==> src/rtl/trfr_pkg.sv <==
// ----------------------------------------------------------------------------
// Token ring frame receiver package
// Result kinds, queue entry layout, sizes and register indexes shared by the
// front end, the result queue and the back end.
// ----------------------------------------------------------------------------
package trfr_pkg;

   // Result kinds
   typedef enum logic [2:0] {
      KIND_TOKEN = 3'd0,
      KIND_TIME  = 3'd1,
      KIND_CHAT  = 3'd2,
      KIND_LINE  = 3'd3,
      KIND_BACK  = 3'd4
   } kind_type;

   // Frame constants
   localparam logic [7:0] TOKEN_BYTE     = 8'hFF;
   localparam logic [3:0] BROADCAST_ADDR = 4'hF;
   localparam logic [3:0] TOKEN_ADDR     = 4'hF;
   localparam logic [2:0] TOKEN_SAPI     = 3'h7;

   // Configuration port
   localparam int CsrIdxW  = 2;
   localparam int CsrDataW = 4;
   localparam logic [CsrIdxW-1:0] CSR_STATION_ADDR = 2'd0;
   localparam logic [CsrIdxW-1:0] CSR_CHAT_ENABLED = 2'd1;
   localparam logic [CsrIdxW-1:0] CSR_TIME_SVC     = 2'd2;
   localparam logic [CsrIdxW-1:0] CSR_CHAT_SVC     = 2'd3;

   // Stream widths
   localparam int ReqDataW = 8;
   localparam int ReqUserW = 1;
   localparam int RspDataW = 24;
   localparam int RspUserW = 3;

   // Result queue
   localparam int QueueDepth = 4;
   localparam int QueuePtrW  = $clog2(QueueDepth);
   localparam int QueueCntW  = $clog2(QueueDepth + 1);

   // One queue entry: all results caused by one byte (one or two)
   typedef struct packed {
      logic       two;
      kind_type   kind0;
      kind_type   kind1;
      logic [3:0] src_addr;
      logic [2:0] src_sapi;
      logic [7:0] length;
      logic [7:0] status;
   } entry_type;

   // Queue status seen by its producer and consumer
   typedef struct packed {
      logic full;
      logic empty;
   } queue_stat_type;

endpackage

==> src/rtl/trfr_front.sv <==
// ----------------------------------------------------------------------------
// Token ring frame receiver front end
// Holds the configuration registers, tracks frame position and running sum,
// classifies each byte and hands its results to the queue as one entry.
// ----------------------------------------------------------------------------
module trfr_front
   import trfr_pkg::*;
(
   input  logic                clock,
   input  logic                reset,
   input  logic                csr_we,
   input  logic [CsrIdxW-1:0]  csr_index,
   input  logic [CsrDataW-1:0] csr_wdata,
   input  logic                accept,
   input  logic [7:0]          frame_byte,
   input  logic                frame_start,
   output logic                push,
   output entry_type           push_entry
);

   logic [3:0] station_ff;
   logic       chat_en_ff;
   logic [2:0] time_svc_ff;
   logic [2:0] chat_svc_ff;

   logic [8:0] pos_ff, pos_in, pos;
   logic [7:0] sum_ff, sum_in, sum;
   logic       skip_ff, skip_in, skip;
   logic [7:0] src_ff, src_in;
   logic [7:0] dst_ff, dst_in;
   logic [7:0] len_ff, len_in;

   logic       emit;
   logic       match, good, from_self, has_ind;
   kind_type   ind;
   logic [7:0] status;

   // Configuration registers
   always_ff @(posedge clock) begin
      if (reset) begin
         station_ff  <= 4'd1;
         chat_en_ff  <= 1'b1;
         time_svc_ff <= 3'd1;
         chat_svc_ff <= 3'd3;
      end else if (csr_we) begin
         unique case (csr_index)
            CSR_STATION_ADDR: station_ff  <= csr_wdata[3:0];
            CSR_CHAT_ENABLED: chat_en_ff  <= csr_wdata[0];
            CSR_TIME_SVC:     time_svc_ff <= csr_wdata[2:0];
            CSR_CHAT_SVC:     chat_svc_ff <= csr_wdata[2:0];
            default: ;
         endcase
      end
   end

   // Classify the incoming byte and work out the next frame state
   always_comb begin
      pos    = frame_start ? 9'd0 : pos_ff;
      sum    = frame_start ? 8'd0 : sum_ff;
      skip   = frame_start ? 1'b0 : skip_ff;
      pos_in  = pos;
      sum_in  = sum;
      skip_in = skip;
      src_in  = src_ff;
      dst_in  = dst_ff;
      len_in  = len_ff;
      emit       = 1'b0;
      match      = 1'b0;
      good       = 1'b0;
      from_self  = 1'b0;
      has_ind    = 1'b0;
      ind        = KIND_TIME;
      status     = frame_byte;
      push_entry = '{two: 1'b0, kind0: KIND_TOKEN, kind1: KIND_TOKEN,
                     src_addr: TOKEN_ADDR, src_sapi: TOKEN_SAPI,
                     length: 8'd0, status: 8'd0};

      if (!skip) begin
         if (pos == 9'd0 && frame_byte == TOKEN_BYTE) begin
            // token: one result, then drop the rest of the frame
            src_in  = TOKEN_BYTE;
            len_in  = 8'd0;
            skip_in = 1'b1;
            emit    = 1'b1;
         end else begin
            if (pos == 9'd0) src_in = frame_byte;
            if (pos == 9'd1) dst_in = frame_byte;
            if (pos == 9'd2) len_in = frame_byte;

            if ({1'b0, pos} < ({2'b00, len_in} + 10'd3)) begin
               // header or payload: accumulate
               sum_in = sum + frame_byte;
               pos_in = pos + 9'd1;
            end else begin
               // status byte: check the frame
               skip_in   = 1'b1;
               from_self = (src_in[6:3] == station_ff);
               match     = (dst_in[6:3] == station_ff) || (dst_in[6:3] == BROADCAST_ADDR);
               good      = (sum[5:0] == frame_byte[7:2]);
               if (dst_in[2:0] == time_svc_ff) begin
                  has_ind = 1'b1;
                  ind     = KIND_TIME;
               end else if (dst_in[2:0] == chat_svc_ff && chat_en_ff) begin
                  has_ind = 1'b1;
                  ind     = KIND_CHAT;
               end

               if (match) begin
                  emit = 1'b1;
                  if (good) begin
                     status[0] = 1'b1;
                     if (has_ind) begin
                        status[1]        = 1'b1;
                        push_entry.two   = 1'b1;
                        push_entry.kind0 = ind;
                        push_entry.kind1 = from_self ? KIND_BACK : KIND_LINE;
                     end else begin
                        push_entry.two   = from_self;
                        push_entry.kind0 = KIND_LINE;
                        push_entry.kind1 = KIND_BACK;
                     end
                  end else begin
                     status[1]        = 1'b1;
                     push_entry.two   = from_self;
                     push_entry.kind0 = KIND_LINE;
                     push_entry.kind1 = KIND_BACK;
                  end
               end else if (from_self) begin
                  emit             = 1'b1;
                  push_entry.kind0 = KIND_BACK;
               end
               push_entry.src_addr = src_in[6:3];
               push_entry.src_sapi = src_in[2:0];
               push_entry.length   = len_in;
               push_entry.status   = status;
            end
         end
      end
   end

   assign push = accept && emit;

   // Frame state, advanced on every accepted transaction
   always_ff @(posedge clock) begin
      if (reset) begin
         pos_ff  <= 9'd0;
         sum_ff  <= 8'd0;
         skip_ff <= 1'b1;
         src_ff  <= 8'd0;
         dst_ff  <= 8'd0;
         len_ff  <= 8'd0;
      end else if (accept) begin
         pos_ff  <= pos_in;
         sum_ff  <= sum_in;
         skip_ff <= skip_in;
         src_ff  <= src_in;
         dst_ff  <= dst_in;
         len_ff  <= len_in;
      end
   end

endmodule

==> src/rtl/trfr_queue.sv <==
// ----------------------------------------------------------------------------
// Token ring frame receiver result queue
// Short first-in first-out queue of result entries between front and back.
// ----------------------------------------------------------------------------
module trfr_queue
   import trfr_pkg::*;
(
   input  logic           clock,
   input  logic           reset,
   input  logic           push,
   input  entry_type      push_entry,
   input  logic           pop,
   output entry_type      pop_entry,
   output queue_stat_type stat
);

   entry_type            mem_ff [QueueDepth];
   logic [QueuePtrW-1:0] wr_ptr_ff;
   logic [QueuePtrW-1:0] rd_ptr_ff;
   logic [QueueCntW-1:0] count_ff;
   logic                 do_push, do_pop;

   assign stat.full  = (count_ff == QueueCntW'(QueueDepth));
   assign stat.empty = (count_ff == '0);
   assign do_push    = push && !stat.full;
   assign do_pop     = pop && !stat.empty;
   assign pop_entry  = mem_ff[rd_ptr_ff];

   // Store entries
   always_ff @(posedge clock) begin
      if (do_push) begin
         mem_ff[wr_ptr_ff] <= push_entry;
      end
   end

   // Advance pointers and occupancy
   always_ff @(posedge clock) begin
      if (reset) begin
         wr_ptr_ff <= '0;
         rd_ptr_ff <= '0;
         count_ff  <= '0;
      end else begin
         if (do_push) wr_ptr_ff <= wr_ptr_ff + 1'b1;
         if (do_pop)  rd_ptr_ff <= rd_ptr_ff + 1'b1;
         if (do_push && !do_pop) begin
            count_ff <= count_ff + 1'b1;
         end else if (do_pop && !do_push) begin
            count_ff <= count_ff - 1'b1;
         end
      end
   end

endmodule

==> src/rtl/trfr_back.sv <==
// ----------------------------------------------------------------------------
// Token ring frame receiver back end
// Splits each queue entry into one or two results and drives the output
// register of the result stream.
// ----------------------------------------------------------------------------
module trfr_back
   import trfr_pkg::*;
(
   input  logic           clock,
   input  logic           reset,
   input  entry_type      pop_entry,
   input  queue_stat_type stat,
   output logic           pop,
   output logic           rsp_tvalid,
   input  logic           rsp_tready,
   output logic [RspDataW-1:0] rsp_tdata,
   output logic [RspUserW-1:0] rsp_tuser,
   output logic           rsp_tlast
);

   logic       out_valid_ff;
   kind_type   out_kind_ff;
   logic [3:0] out_addr_ff;
   logic [2:0] out_sapi_ff;
   logic [7:0] out_len_ff;
   logic [7:0] out_status_ff;
   logic       out_last_ff;

   logic       pend_valid_ff;
   kind_type   pend_kind_ff;
   logic [3:0] pend_addr_ff;
   logic [2:0] pend_sapi_ff;
   logic [7:0] pend_len_ff;
   logic [7:0] pend_status_ff;

   logic load;

   assign load = !out_valid_ff || rsp_tready;
   assign pop  = load && !pend_valid_ff && !stat.empty;

   // Valid flags
   always_ff @(posedge clock) begin
      if (reset) begin
         out_valid_ff  <= 1'b0;
         pend_valid_ff <= 1'b0;
      end else if (load) begin
         if (pend_valid_ff) begin
            out_valid_ff  <= 1'b1;
            pend_valid_ff <= 1'b0;
         end else if (!stat.empty) begin
            out_valid_ff  <= 1'b1;
            pend_valid_ff <= pop_entry.two;
         end else begin
            out_valid_ff  <= 1'b0;
         end
      end
   end

   // Result payload: take the held second result first, else the queue head
   always_ff @(posedge clock) begin
      if (load) begin
         if (pend_valid_ff) begin
            out_kind_ff   <= pend_kind_ff;
            out_addr_ff   <= pend_addr_ff;
            out_sapi_ff   <= pend_sapi_ff;
            out_len_ff    <= pend_len_ff;
            out_status_ff <= pend_status_ff;
            out_last_ff   <= 1'b1;
         end else begin
            out_kind_ff    <= pop_entry.kind0;
            out_addr_ff    <= pop_entry.src_addr;
            out_sapi_ff    <= pop_entry.src_sapi;
            out_len_ff     <= pop_entry.length;
            out_status_ff  <= pop_entry.status;
            out_last_ff    <= !pop_entry.two;
            pend_kind_ff   <= pop_entry.kind1;
            pend_addr_ff   <= pop_entry.src_addr;
            pend_sapi_ff   <= pop_entry.src_sapi;
            pend_len_ff    <= pop_entry.length;
            pend_status_ff <= pop_entry.status;
         end
      end
   end

   assign rsp_tvalid = out_valid_ff;
   assign rsp_tlast  = out_last_ff;
   assign rsp_tuser  = out_kind_ff;
   assign rsp_tdata  = {1'b0, out_status_ff, out_len_ff, out_sapi_ff, out_addr_ff};

endmodule

==> src/rtl/token_ring_frame_receiver.sv <==
// ----------------------------------------------------------------------------
// Token ring frame receiver
// Takes a frame one byte per transaction, checks it at its status byte and
// reports token, indication, to-line and databack results.
// ----------------------------------------------------------------------------
// The receiver accepts one byte every clock cycle as long as its four-entry
// result queue has room; a byte's classification is done in the cycle it is
// accepted. Each token byte, and each status byte of a frame that is addressed
// to this station or broadcast or was sent by it, places one queue entry
// holding one or two results, and the back end delivers one result per cycle
// from its output register while rsp_tready is high. Configuration registers
// are to be written through csr_we/csr_index/csr_wdata only while the receiver
// is idle; the user must ensure this, as the block does not enforce it.
module token_ring_frame_receiver
   import trfr_pkg::*;
(
   input  logic                clock,
   input  logic                reset,
   // configuration
   input  logic                csr_we,
   input  logic [CsrIdxW-1:0]  csr_index,
   input  logic [CsrDataW-1:0] csr_wdata,
   // byte stream
   input  logic                req_tvalid,
   output logic                req_tready,
   input  logic [ReqDataW-1:0] req_tdata,   // [7:0] frame_byte
   input  logic [ReqUserW-1:0] req_tuser,   // [0] frame_start
   // result stream
   output logic                rsp_tvalid,
   input  logic                rsp_tready,
   output logic [RspDataW-1:0] rsp_tdata,   // [3:0] source_address, [6:4] source_sapi,
                                            // [14:7] payload_length, [22:15] status_byte,
                                            // [23] zero
   output logic [RspUserW-1:0] rsp_tuser,   // [2:0] result_kind
   output logic                rsp_tlast    // last_of_run
);

   logic           accept;
   logic           push;
   logic           pop;
   entry_type      push_entry;
   entry_type      pop_entry;
   queue_stat_type stat;

   // Accept while the queue has room
   assign req_tready = !stat.full;
   assign accept     = req_tvalid && req_tready;

   trfr_front u_front (
      .clock       (clock),
      .reset       (reset),
      .csr_we      (csr_we),
      .csr_index   (csr_index),
      .csr_wdata   (csr_wdata),
      .accept      (accept),
      .frame_byte  (req_tdata[7:0]),
      .frame_start (req_tuser[0]),
      .push        (push),
      .push_entry  (push_entry)
   );

   trfr_queue u_queue (
      .clock      (clock),
      .reset      (reset),
      .push       (push),
      .push_entry (push_entry),
      .pop        (pop),
      .pop_entry  (pop_entry),
      .stat       (stat)
   );

   trfr_back u_back (
      .clock      (clock),
      .reset      (reset),
      .pop_entry  (pop_entry),
      .stat       (stat),
      .pop        (pop),
      .rsp_tvalid (rsp_tvalid),
      .rsp_tready (rsp_tready),
      .rsp_tdata  (rsp_tdata),
      .rsp_tuser  (rsp_tuser),
      .rsp_tlast  (rsp_tlast)
   );

endmodule
==> config.mk <==
export PLATFORM = sky130hd
export DESIGN_NAME = token_ring_frame_receiver
export DESIGN_NICKNAME = d
export VERILOG_FILES = /design/src/rtl/trfr_pkg.sv /design/src/rtl/trfr_front.sv /design/src/rtl/trfr_queue.sv /design/src/rtl/trfr_back.sv /design/src/rtl/token_ring_frame_receiver.sv
export SDC_FILE = /design/constraint.sdc
export NUM_CORES = 1
export LEC_CHECK = 0
export ABC_CLOCK_PERIOD_IN_PS = 10600
export BUFFER_PORTS_ARGS = -buffer_cell sky130_fd_sc_hd__buf_2
export CORE_ASPECT_RATIO = 1.75
export CORE_MARGIN = 4
export CORE_UTILIZATION = 60
export CTS_CLUSTER_SIZE = 12
export DETAILED_ROUTE_END_ITERATION = 10
export PLACE_DENSITY = 0.82
export SLEW_MARGIN = 20
export SYNTH_ARGS = -nofsm -noshare
export SYNTH_HDL_FRONTEND = slang
export SYNTH_SLANG_ARGS = --single-unit
==> constraint.sdc <==
create_clock -name clock -period 10.6 [get_ports clock]
set_clock_uncertainty 0.1 [all_clocks]
set_input_delay 2.12 -clock clock [delete_from_list [all_inputs] [get_ports clock]]
set_output_delay 2.12 -clock clock [all_outputs]
set_load 0.005 [all_outputs]
==> summary.txt <==
Run status
  • Outcome: finished clean

Place
  • Final HPWL DP: 12800 um
  • Port bufs: between 40 and 50
  • GPL Wtd Cong: 0.867
  • Cell total after placement: 923
  • Post-DP Area: a little under 10000 um2

Hold path
  • Hold path cells: 2
  • Hold Crit Class: flop to flop
  • Worst Hold Launch: u_front.src_ff[2]
  • Hold Path Sink: u_front.src_ff[2]

Power and ir drop
  • Leakage: 3.77 nW
  • Flop pwr share: a little under 50%
  • Power per cell area: 199 nW/um2
  • Net switching power: 0.521 mW
  • Clock power share: 34.0%
  • Sw frac: 25.3%
  • Combinational share of power: 17.2%
  • Worst VDD drop: around 0.12 mV
  • P_int: 1.54 mW

Logic synthesis
  • Mux share of post-synthesis cell area: 11.4%
  • Synth top area cells: edfxtp_1 (47%), dfxtp_1 (13%), mux4_2 (7.0%), mux2i_1 (3.3%), ha_1 (3.1%)
  • Synth Area in XOR/XNOR: about 2.6%
  • Syn Nets: about 770
  • Synth Area in Compound Gates: ~8.6%
  • Largest family of logic cells by synthesized area: simple AND/OR/NAND/NOR gates
  • Post-Synth Simple-Gate Area: 11.5%
  • Yosys top cell area share: a little under half
  • YS warnings: 0
  • Top_reg_cell synth: edfxtp_1
  • Cell taking the most area after synthesis: edfxtp_1
  • Post-synth EDFFs: about 150
  • Mapped Avg Cell Area: 13.0 um2
  • Cell area after synthesis: 9340 um2
  • Most frequent cell after synthesis: edfxtp_1
  • Sequential area share after synthesis: 59.5%
  • Commonest cells post-synth: edfxtp_1 (145), nor2_1 (69), dfxtp_1 (60)
  • Number of synthesized register bits: about 210
  • Synth unique cells: 70
  • Synth Instances: 721
  • Post-synthesis async set-or-reset flop share: 0%
  • Adder-Cell Fraction of Synth Area: 3.51%

Floorplanning
  • Starting Density: 61.0%
  • Die area: 17700 um2
  • Chip Width: a little over 100 um
  • Num rows: 60
  • Core box area: 15300 um2
  • IO Count: 50
  • Die height: 173 um

Global routing
  • Most used routing layer: met2
  • Initial antenna violation count: 0
  • Total Routing Usage GR: 21.5%
  • Vias in the first global route: approximately 6100
  • Overflow after GRT: 0
  • GR Layer Usage met3: under 10%
  • Grt met2 use: 38.5%
  • Largest net degree at the start of global routing: between 60 and 70
  • GR Util met1: 24.6%
  • First-pass GRT wire length: 30300 um

Timing
  • Tmin final: 7100 ps
  • Actual slew at the worst max-slew pin: 948 ps
  • Fin. max-slew vios: 0
  • Fin. Hold Viols: 0
  • Final period util: 67.0%
  • Setup violators final: 0
  • RSZ-0062 raised after global routing: no
  • Highest achievable clock rate: 141 MHz
  • Slew HR: 36.8%
  • Final setup TNS: 0 ps

Drt
  • DR WL/cell: 19.3 um
  • Post-DRT Antenna Nets: 0
  • Residual DRC count: 0
  • Via count: 5953
  • Drt first pass iters: 6
  • Routed WL: ~19000 um
  • 1st-iter DRT viols: just under 500
  • Vias per cell: 6.19

Worst setup path
  • CP Data Arrival Time: 7420 ps
  • FF-to-FF End: u_queue.count_ff[2]
  • R2r setup slk: just over 5000 ps
  • Startpoint Class: input pin
  • CP Launch Point: req_tuser
  • Kind of critical path: input pin to flop
  • WP data required: 10920 ps
  • Critical Path End Type: flop
  • R2r startpoint: u_front.pos_ff[6]
  • FF-to-FF path depth: 19
  • Crit Path Max Fanout: 25

Finish
  • Final non-filler cell area: 10300 um2
  • Finished Layout Cells: 961
  • Area growth syn-to-layout: 10.8%
  • Layout cells sized above 1: between 10% and 20%
  • Nets@finish: 805
  • Ant diodes: 0

Clock tree
  • H-Tree Depth: 1
  • TritonCTS Buffers: 21
  • Clock buffer depth: 3
  • CTS resizes: 0
  • CTS tree: done
  • Clock root buffer: clkbuf_16
  • Clock transition at path regs: roughly 60 ps
  • # Post-CTS Setup Buffers: 0
  • CTS Sinks: 205
  • CTS Hold Bufs: 0
  • Clk Latency, worst-skew pair: 490 ps

Job
  • Max Cap Violations: 0
==> through the flow <==
| step | hold slack [ps] | worst slack [ps] | util (%) | power [mW] |
|---|---|---|---|---|
| 2_1_floorplan | 354 | 4020 | - | 1.26 |
| 3_3_place_gp | 362 | 3350 | 63.3 | 1.36 |
| 3_5_place_dp | 378 | 3070 | 63.3 | 1.38 |
| 4_1_cts | 391 | 3550 | 67.6 | 2.08 |
| 5_1_grt | 424 | 3120 | 67.6 | 2.16 |
| 6_report | 395 | 3500 | 67.6 | 2.06 |
==> registers in the layout, summed over array words and instances (netlist names), 3 cells and up, named ones only <==
name and cells:
u_queue.mem_ff 116, u_front.pos_ff 9, u_back.out_len_ff 8, u_back.out_status_ff 8
u_front.len_ff 8, u_front.dst_ff 7, u_front.src_ff 7, u_front.sum_ff 6
u_back.out_addr_ff 4, u_front.station_ff 4, u_back.pend_sapi_ff 3, u_back.rsp_tuser 3
u_front.chat_svc_ff 3, u_front.time_svc_ff 3, u_queue.count_ff 3
==> cell families after synthesis <==
logic type	count (synthesis)
adders and majority gates	25
AOI/OAI and AO/OA	117
xor gates and xnor gates	28
muxes	68
buffers and inverters	62
other	1
DFF	205
and+or+nand+nor	215
==> layout make-up <==
class / count / area (um2)
tap: 186 / 233
timing repair buffer: 55 / 293
fill: 1087 / 4970
clock inverter: 3 / 68.8
multi-input combinational: 454 / 3520
inverter: 23 / 86.3
clock buffer: 35 / 588
sequential: 205 / 5560
==> power by group through the flow <==
| stage | logic, mW | clock network, mW | registers, mW |
|---|---|---|---|
| after floorplan | 0.255 | 0 | 1.00 |
| after global placement | 0.342 | 0 | 1.02 |
| after detailed placement | 0.356 | 0 | 1.02 |
| after CTS | 0.359 | 0.714 | 1.01 |
| after global routing | 0.387 | 0.752 | 1.02 |
| final | 0.354 | 0.701 | 1.01 |
==> routing by layer <==
layer | wire, um | vias to the layer above
li1 | - | 2752
met1 | 6710 | 2903
met3 | 924 | 68
met5 | 0 | -
met4 | 817 | 0
met2 | 10100 | 230
==> layout by cell type (no fill, tap or decap), types with 3 or more instances in the layout <==
| cell type | netlist | final |
|---|---|---|
| edfxtp_1 | 145 | 145 |
| nor2_1 | 69 | 68 |
| dfxtp_1 | 60 | 59 |
| nand2_1 | 50 | 50 |
| buf_2 | 3 | 48 |
| a21oi_1 | 37 | 37 |
| mux2i_1 | 31 | 31 |
| mux4_2 | 29 | 29 |
| inv_1 | 23 | 23 |
| ha_1 | 23 | 23 |
| nand3_1 | 21 | 21 |
| clkbuf_16 | 0 | 21 |
| nor2b_1 | 18 | 18 |
| o21ai_0 | 18 | 18 |
| xnor2_1 | 15 | 15 |
| xor2_1 | 13 | 13 |
| clkbuf_1 | 22 | 13 |
| a22oi_1 | 12 | 12 |
| and3_1 | 10 | 10 |
| and2_1 | 9 | 9 |
| nor3_1 | 9 | 9 |
| buf_4 | 3 | 7 |
| nand2b_1 | 6 | 6 |
| a21o_1 | 5 | 5 |
| o211ai_1 | 5 | 5 |
| a211o_1 | 5 | 5 |
| a31oi_1 | 4 | 4 |
| nand4_1 | 3 | 3 |
| mux2_4 | 3 | 3 |
| or3_1 | 3 | 3 |
| mux2_1 | 3 | 3 |
==> critical path, cell delays in order <==
cell and delay [ps]:
buf_2 240, nor2b_1 380, inv_1 130, ha_1 230, o21ai_2 360, mux2i_1 320, ha_1 290, o21bai_1 190
nand2b_1 180, nand2b_1 170, ha_1 300, and3_1 180, o211ai_1 200, o21ai_1 450, o311a_4 360, ha_1 200
inv_1 60, fa_1 370, xor2_1 190, or3_1 340, a21oi_1 140
==> worst max-delay path by stage <==
stage | to | slack (ps) | cells after the start
final | u_queue.count_ff[2] | 3500 | 21
after global routing | u_queue.count_ff[2] | 3120 | 21
after CTS | u_queue.count_ff[2] | 3550 | 21
after detailed placement | u_queue.count_ff[2] | 3070 | 21
after global placement | u_queue.count_ff[2] | 3350 | 21
after floorplan | u_queue.count_ff[2] | 4020 | 22
(Power assumes the default switching activity.)
